===== config.mk =====
export PLATFORM = sky130hd
export DESIGN_NAME = first_unique_char_tracker
export DESIGN_NICKNAME = d
export VERILOG_FILES = /design/src/hw/rtl/fuct_pkg.sv /design/src/hw/rtl/fuct_status_mem.sv /design/src/hw/rtl/fuct_link_mem.sv /design/src/hw/rtl/first_unique_char_tracker.sv
export SDC_FILE = /design/constraint.sdc
export NUM_CORES = 2
export LEC_CHECK = 0
export BUFFER_PORTS_ARGS = -buffer_cell sky130_fd_sc_hd__buf_4
export CAP_MARGIN = 20
export CORE_ASPECT_RATIO = 2
export CORE_MARGIN = 1
export CORE_UTILIZATION = 55
export CTS_CLUSTER_DIAMETER = 50
export DETAILED_ROUTE_END_ITERATION = 10
export PLACE_DENSITY = 0.7
export SKIP_CTS_REPAIR_TIMING = 1
export SYNTH_ARGS = -nofsm -noshare
export SYNTH_HDL_FRONTEND = slang
export SYNTH_HIERARCHICAL = 1
export SYNTH_MEMORY_MAX_BITS = 65536
export SYNTH_SLANG_ARGS = --single-unit

===== constraint.sdc =====
create_clock -name clk -period 22.1 [get_ports clk]
set_input_delay 3.315 -clock clk [delete_from_list [all_inputs] [get_ports clk]]
set_output_delay 3.315 -clock clk [all_outputs]
set_load 0.02 [all_outputs]

===== src/hw/rtl/fuct_pkg.sv =====
// Shared constants for the first-unique-character tracker: widths, store depth and status codes.
package fuct_pkg;

  localparam int CHAR_W = 8;
  localparam int MAX_DEPTH = 1 << CHAR_W;
  localparam int ALPHABET_SIZE_DEFAULT = 256;
  localparam int STATUS_W = 2;

  localparam logic [STATUS_W-1:0] ST_UNSEEN = 2'd0;
  localparam logic [STATUS_W-1:0] ST_ONCE = 2'd1;
  localparam logic [STATUS_W-1:0] ST_REPEATED = 2'd2;

endpackage


===== src/hw/rtl/fuct_status_mem.sv =====
// Per-character status memory with a clearing pass after reset and same-edge write forwarding.
module fuct_status_mem import fuct_pkg::*; #(
  parameter int DEPTH = MAX_DEPTH,
  parameter int IDX_W = $clog2(DEPTH)
) (
  input  logic                clk,
  input  logic                rst,
  output logic                busy,
  input  logic                rd_en,
  input  logic [IDX_W-1:0]    rd_addr,
  output logic [STATUS_W-1:0] rd_data,
  input  logic                wr_en,
  input  logic [IDX_W-1:0]    wr_addr,
  input  logic [STATUS_W-1:0] wr_data
);

  logic [STATUS_W-1:0] status_ram [DEPTH];
  logic [STATUS_W-1:0] ram_q;
  logic [STATUS_W-1:0] fwd_data;
  logic                fwd_sel;
  logic [IDX_W-1:0]    clr_addr;
  logic                mem_we;
  logic [IDX_W-1:0]    mem_wa;
  logic [STATUS_W-1:0] mem_wd;

  // The clearing pass owns the write port until every entry reads as unseen.
  assign mem_we = busy || wr_en;
  assign mem_wa = busy ? clr_addr : wr_addr;
  assign mem_wd = busy ? ST_UNSEEN : wr_data;

  always_ff @(posedge clk) begin
    if (rst) begin
      busy <= 1'b1;
      clr_addr <= '0;
    end else if (busy) begin
      clr_addr <= clr_addr + 1'b1;
      if (clr_addr == IDX_W'(DEPTH - 1)) begin
        busy <= 1'b0;
      end
    end
  end

  always_ff @(posedge clk) begin
    if (mem_we) begin
      status_ram[mem_wa] <= mem_wd;
    end
    if (rd_en) begin
      ram_q <= status_ram[rd_addr];
    end
  end

  // A write landing on the same edge as the read is missed by the array, so keep it aside.
  always_ff @(posedge clk) begin
    if (rd_en) begin
      fwd_sel <= mem_we && (mem_wa == rd_addr);
      fwd_data <= mem_wd;
    end
  end

  assign rd_data = fwd_sel ? fwd_data : ram_q;

endmodule


===== src/hw/rtl/fuct_link_mem.sv =====
// One list-link memory (previous or next pointers) with same-edge write forwarding.
module fuct_link_mem import fuct_pkg::*; #(
  parameter int DEPTH = MAX_DEPTH,
  parameter int IDX_W = $clog2(DEPTH)
) (
  input  logic             clk,
  input  logic             rd_en,
  input  logic [IDX_W-1:0] rd_addr,
  output logic [IDX_W-1:0] rd_data,
  input  logic             wr_en,
  input  logic [IDX_W-1:0] wr_addr,
  input  logic [IDX_W-1:0] wr_data
);

  logic [IDX_W-1:0] link_ram [DEPTH];
  logic [IDX_W-1:0] ram_q;
  logic [IDX_W-1:0] fwd_data;
  logic             fwd_sel;

  always_ff @(posedge clk) begin
    if (wr_en) begin
      link_ram[wr_addr] <= wr_data;
    end
    if (rd_en) begin
      ram_q <= link_ram[rd_addr];
    end
  end

  always_ff @(posedge clk) begin
    if (rd_en) begin
      fwd_sel <= wr_en && (wr_addr == rd_addr);
      fwd_data <= wr_data;
    end
  end

  assign rd_data = fwd_sel ? fwd_data : ram_q;

endmodule


===== src/hw/rtl/first_unique_char_tracker.sv =====
// Top level of the first-unique-character tracker: list control, pipeline and output register.
//
// Usage: the input channel (in_valid, in_stall, char_in) carries one byte of a character
// stream per beat. For every accepted beat the output channel (out_valid, out_stall,
// has_unique, first_unique) delivers exactly one beat: has_unique is 1 when some byte has
// been seen exactly once so far, and first_unique is the earliest such byte (0 otherwise).
// Bytes at or above ALPHABET_SIZE leave the state alone and still report the current answer.
// An accepted byte is registered in the update stage, and its result is loaded into the output
// register as that stage retires; it is offered there until the beat is taken.
// Throughput: one byte per cycle unless out_stall holds the output. The status, previous-link
// and next-link memories are each read once per accepted byte and written at most once as it
// retires; a write on the next read's edge is forwarded: back-to-back bytes need no bubble.
// Reset: rst is synchronous. It empties the list and starts a clearing pass over the status
// memory over its min(ALPHABET_SIZE, 256) entries, during which in_stall stays high.
// Backpressure: a finished result waits in the output register while out_stall is high. One
// more byte can be accepted and read meanwhile; it then holds in the update stage, and
// in_stall rises until the output register frees up. Nothing is lost or repeated.
module first_unique_char_tracker import fuct_pkg::*; #(
  parameter int ALPHABET_SIZE = ALPHABET_SIZE_DEFAULT
) (
  input  logic              clk,
  input  logic              rst,
  input  logic              in_valid,
  output logic              in_stall,
  input  logic [CHAR_W-1:0] char_in,
  output logic              out_valid,
  input  logic              out_stall,
  output logic              has_unique,
  output logic [CHAR_W-1:0] first_unique
);

  // Only byte values below both the alphabet size and 256 can ever touch the stores.
  localparam int DEPTH = (ALPHABET_SIZE < MAX_DEPTH) ? ALPHABET_SIZE : MAX_DEPTH;
  localparam int IDX_W = $clog2(DEPTH);

  logic                in_accept;
  logic                in_range;
  logic [IDX_W-1:0]    in_idx;
  logic                clr_busy;

  // Update stage: the byte whose memory reads are in flight.
  logic                s1_valid;
  logic                s1_in_range;
  logic [IDX_W-1:0]    s1_idx;
  logic                s1_adv;

  logic [STATUS_W-1:0] st_rd;
  logic [IDX_W-1:0]    pv_rd;
  logic [IDX_W-1:0]    nx_rd;

  logic                st_wr_en;
  logic [STATUS_W-1:0] st_wr_data;
  logic                nx_wr_en;
  logic [IDX_W-1:0]    nx_wr_addr;
  logic [IDX_W-1:0]    nx_wr_data;
  logic                pv_wr_en;
  logic [IDX_W-1:0]    pv_wr_addr;
  logic [IDX_W-1:0]    pv_wr_data;

  // List bookkeeping kept in registers.
  logic [IDX_W-1:0]    head;
  logic [IDX_W-1:0]    head_next;
  logic [IDX_W-1:0]    tail;
  logic [IDX_W-1:0]    tail_next;
  logic                nonempty;
  logic                nonempty_next;
  logic                at_head;
  logic                at_tail;

  // The update stage retires when the output register is empty or being emptied.
  assign s1_adv = s1_valid && (!out_valid || !out_stall);
  assign in_stall = clr_busy || (s1_valid && !s1_adv);
  assign in_accept = in_valid && !in_stall;

  assign in_range = (32'(char_in) < 32'(DEPTH));
  assign in_idx = char_in[IDX_W-1:0];

  fuct_status_mem #(
    .DEPTH (DEPTH),
    .IDX_W (IDX_W)
  ) u_status (
    .clk     (clk),
    .rst     (rst),
    .busy    (clr_busy),
    .rd_en   (in_accept),
    .rd_addr (in_idx),
    .rd_data (st_rd),
    .wr_en   (st_wr_en && s1_adv),
    .wr_addr (s1_idx),
    .wr_data (st_wr_data)
  );

  fuct_link_mem #(
    .DEPTH (DEPTH),
    .IDX_W (IDX_W)
  ) u_prev (
    .clk     (clk),
    .rd_en   (in_accept),
    .rd_addr (in_idx),
    .rd_data (pv_rd),
    .wr_en   (pv_wr_en && s1_adv),
    .wr_addr (pv_wr_addr),
    .wr_data (pv_wr_data)
  );

  fuct_link_mem #(
    .DEPTH (DEPTH),
    .IDX_W (IDX_W)
  ) u_next (
    .clk     (clk),
    .rd_en   (in_accept),
    .rd_addr (in_idx),
    .rd_data (nx_rd),
    .wr_en   (nx_wr_en && s1_adv),
    .wr_addr (nx_wr_addr),
    .wr_data (nx_wr_data)
  );

  assign at_head = (head == s1_idx);
  assign at_tail = (tail == s1_idx);

  // A first sighting appends at the tail; a second one unlinks the byte from its neighbors.
  // Each link memory takes at most one write per byte, so one port each is enough.
  always_comb begin
    st_wr_en = 1'b0;
    st_wr_data = ST_ONCE;
    nx_wr_en = 1'b0;
    nx_wr_addr = tail;
    nx_wr_data = s1_idx;
    pv_wr_en = 1'b0;
    pv_wr_addr = s1_idx;
    pv_wr_data = tail;
    head_next = head;
    tail_next = tail;
    nonempty_next = nonempty;
    if (s1_valid && s1_in_range) begin
      case (st_rd)
        ST_UNSEEN: begin
          st_wr_en = 1'b1;
          st_wr_data = ST_ONCE;
          tail_next = s1_idx;
          if (!nonempty) begin
            head_next = s1_idx;
            nonempty_next = 1'b1;
          end else begin
            nx_wr_en = 1'b1;
            pv_wr_en = 1'b1;
          end
        end
        ST_ONCE: begin
          st_wr_en = 1'b1;
          st_wr_data = ST_REPEATED;
          if (nonempty) begin
            if (at_head && at_tail) begin
              nonempty_next = 1'b0;
            end else begin
              if (at_head) begin
                head_next = nx_rd;
              end else begin
                nx_wr_en = 1'b1;
                nx_wr_addr = pv_rd;
                nx_wr_data = nx_rd;
              end
              if (at_tail) begin
                tail_next = pv_rd;
              end else begin
                pv_wr_en = 1'b1;
                pv_wr_addr = nx_rd;
                pv_wr_data = pv_rd;
              end
            end
          end
        end
        default: begin
          // Repeated bytes, and the unused status code, change nothing.
        end
      endcase
    end
  end

  always_ff @(posedge clk) begin
    if (rst) begin
      s1_valid <= 1'b0;
    end else if (in_accept) begin
      s1_valid <= 1'b1;
    end else if (s1_adv) begin
      s1_valid <= 1'b0;
    end
  end

  always_ff @(posedge clk) begin
    if (in_accept) begin
      s1_idx <= in_idx;
      s1_in_range <= in_range;
    end
  end

  always_ff @(posedge clk) begin
    if (rst) begin
      head <= '0;
      tail <= '0;
      nonempty <= 1'b0;
    end else if (s1_adv) begin
      head <= head_next;
      tail <= tail_next;
      nonempty <= nonempty_next;
    end
  end

  // Output register: loaded as the update stage retires, dropped once the beat is taken.
  always_ff @(posedge clk) begin
    if (rst) begin
      out_valid <= 1'b0;
    end else if (s1_adv) begin
      out_valid <= 1'b1;
    end else if (!out_stall) begin
      out_valid <= 1'b0;
    end
  end

  always_ff @(posedge clk) begin
    if (s1_adv) begin
      has_unique <= nonempty_next;
      first_unique <= nonempty_next ? CHAR_W'(head_next) : '0;
    end
  end

endmodule

==> flow_summary.ini <==
[timing]
slew_headroom_pct = 14.1
worstMarginPinSlew_ns = 1.28
finalSetupViolCount = 0
min_period_ns = 8.27
fin_tns_setup_ns = 0
rsz0062_at_grt = false
fmaxAchievable_ghz = 0.121
final_hold_viol_count = 0
finalMaxSlewViolations = 0
timing.final.crit_share_pct = 37.4
finalClockSkew_ns = 0.0773

[die]
die_width_um = 413
die_h_um = 823
core_um2 = 336000
rows = 301
dieArea_um2 = 340000
io_pins = 23
initial_utilization_pct = 55.3

[global_routing]
grt_pass1_wl_um = 680000
grt_pass1_vias = 95800
overflow = 0
grt_max_degree = 171
antenna_found_initial = 10
grt_usage_pct = 28.2

[synth]
async_flop_share_pct = 0
ys_seq_area_share_pct = 75.8
yosys_warnings = 6
synth_cell_types = 88
synth-edff-count = 4664
syn_inst = 9267
syn_nets = 9280
syn_area_um2 = 185000
synth_seq_cells = 4692
syn_area_per_cell_um2 = 20.0
synth_ff_type = edfxtp_1

[placement]
place_area_um2 = 189000
io_buffer_count = 22
gp_congestion = 0.918
detailedPlacementHpwl_um = 307000
dp.cells = 13300

[drt]
ant_nets = 0
wl_um = 479000
vias_per_cell = 6.65
drtPass1Iterations = 7
drt_iter0_drc = 10200
drc = 0
wl_per_cell_um = 34.2
num_vias = 93200

[pwr]
p_sw_share_pct = 20.4
switchingPower_mw = 3.51
power.internal_mw = 13.7
finalPower_mw = 17.2
p_leak_nw = 67.8
p_clk_share_pct = 40.7
seqPwrFrac_pct = 56.1
power_density_nw_per_um2 = 84.9
vdd_drop_max_mv = 0.0642
comb_power_share_pct = 3.2

[layout]
n_fill_cell = 23100
area_delta_synth_final_pct = 9.04
drive_gt1_share_pct = 19.6
final_nets = 9302
layout.cells.non_filler = 14000
regArea_um2 = 141000
final_common_cell = edfxtp_1
final_area_um2 = 202000
multi_input_area_um2 = 41300
final_cell_mix = edfxtp_1 (4,664), nor2_1 (889), mux4_2 (884)

[worst_hold_path]
min_from = u_status/clr_addr[7]
min_path_cells = 2
min_to = u_status/clr_addr[7]
hp-class = flip-flop to flip-flop

[cts]
root_buffer = clkbuf_16
clkLatencyLatePin_ns = 0.97
htreeDepth = 5
cts_buffers = 387
clkSlewWorstSetupHoldPaths_ns = 0.07
clkSinkCount = 4692
cts_buffer_depth = 4
cts_tree = done

[critical_path]
worst-r2r-cell-count = 10
r2r_start = u_status/ram_q[1]
critPathLaunchType = input pin
criticalPathCategory = input pin to flip-flop
cp_max_fo = 90
crit_path_end_kind = flip-flop
cp_data_arrival_time_ns = 8.94
crit_required_ns = 22.77
r2r-end = u_next/link_ram[113][1]
regToRegSetupSlack_ns = 15.98

[flow_run]
maxCapViolations = 0

[run_status]
outcome = finished clean
[stage by stage]
stage / hold WS [ns] / worst slack [ns] / util [%]
floorplan: 0.471 / 8.42 / -
global placement: 0.488 / 12.79 / 56.4
detailed placement: 0.505 / 12.72 / 56.4
CTS: 0.517 / 13.76 / 60.2
global route: 0.553 / 13.54 / 60.2
finish: 0.522 / 13.83 / 60.3
[how the worst max path moves through the flow]
stage	start	endpoint	slack, ns	cells after the start
2_1_floorplan	u_status/fwd_sel	u_next/fwd_data[1]	8.42	7
3_3_place_gp	char_in[0]	u_prev/ram_q[6]	12.79	9
3_5_place_dp	char_in[0]	u_prev/ram_q[7]	12.72	10
4_1_cts	char_in[0]	u_prev/ram_q[7]	13.76	10
5_1_grt	char_in[0]	u_prev/ram_q[7]	13.54	10
6_report	char_in[0]	u_prev/ram_q[7]	13.83	10
[Yosys cell counts, drive strengths merged (18+ instances only)]
master,count,area [um2]
edfxtp,4664,140000
mux4,946,21500
nor2,894,3360
mux2i,412,4120
buf,316,2700
a22oi,298,2240
clkbuf,270,1140
nand2,175,657
a21oi,167,836
o22ai,129,813
o221ai,103,933
mux2,101,1140
o21ai,82,414
nand3,80,400
a211oi,70,526
nor2b,64,400
nor4,63,437
nor3,37,190
nand2b,30,188
dfxtp,28,561
a22o,26,228
nand4,26,169
xnor2,24,225
or2,23,144
inv,21,78.8
xor2,21,191
a221oi,18,158
o31ai,18,135
[final cells by class]
type / instances / share of cell area (%)
antenna: 21 / 0.0260
clock buffer: 452 / 4.96
clock inverter: 253 / 1.35
inverter: 22 / 0.0408
multi-input combinational: 3963 / 20.4
sequential: 4692 / 69.5
tap: 4393 / 2.72
timing repair buffer: 223 / 0.930
[kinds of logic after synthesis]
| family | after synthesis | share of synthesized area [%] |
|---|---|---|
| compound gates | 986 | 3.75 |
| xor+xnor | 45 | 0.225 |
| fa+ha+maj | 1 | 0.00675 |
| buf+inv | 612 | 2.14 |
| flops | 4692 | 75.8 |
| mux | 1459 | 14.5 |
| simple gates | 1472 | 3.59 |
[flip-flops by register name, indices dropped and copies added, names as in the netlist]
register / cells
first_unique: 8
has_unique: 1
head: 8
nonempty: 1
out_valid: 1
s1_idx: 8
s1_valid: 1
tail: 8
u_next/fwd_data: 8
u_next/fwd_sel: 1
u_next/link_ram: 2048
u_next/ram_q: 8
u_prev/fwd_data: 8
u_prev/fwd_sel: 1
u_prev/link_ram: 2048
u_prev/ram_q: 8
u_status/busy: 1
u_status/clr_addr: 8
u_status/fwd_data: 2
u_status/fwd_sel: 1
u_status/ram_q: 2
u_status/status_ram: 512
[layer usage]
layer | up-vias | part of all wire [%] | routed length (um) | track usage, %
met4 | 4 | 8.8 | 42000 | 20.9
met1 | 49000 | 31 | 148000 | 30.0
met2 | 4658 | 54 | 257000 | 50.4
met3 | 1351 | 6.6 | 31700 | 4.13
met5 | - | 0.0044 | 21 | 0
li1 | 38200 | - | - | -
[power by group through the flow]
stage	Combinational, mW	Sequential (mW)	Clock (mW)
4_1_cts	0.544	9.63	7.07
3_3_place_gp	0.538	9.82	0
5_1_grt	0.562	9.62	7.36
3_5_place_dp	0.544	9.82	0
2_1_floorplan	0.383	9.82	0
6_report	0.547	9.63	6.99
[worst max-delay path, stage by stage]
cell and delay [ns]:
buf_16 0.47, buf_4 0.78, buf_4 0.74, buf_4 0.77, mux4_2 0.63, a22oi_1 0.26, a21oi_1 0.40, or2_1 0.40
a211oi_1 0.76, nor4b_2 0.12
Note: power is estimated with default switching activity, not from simulation.
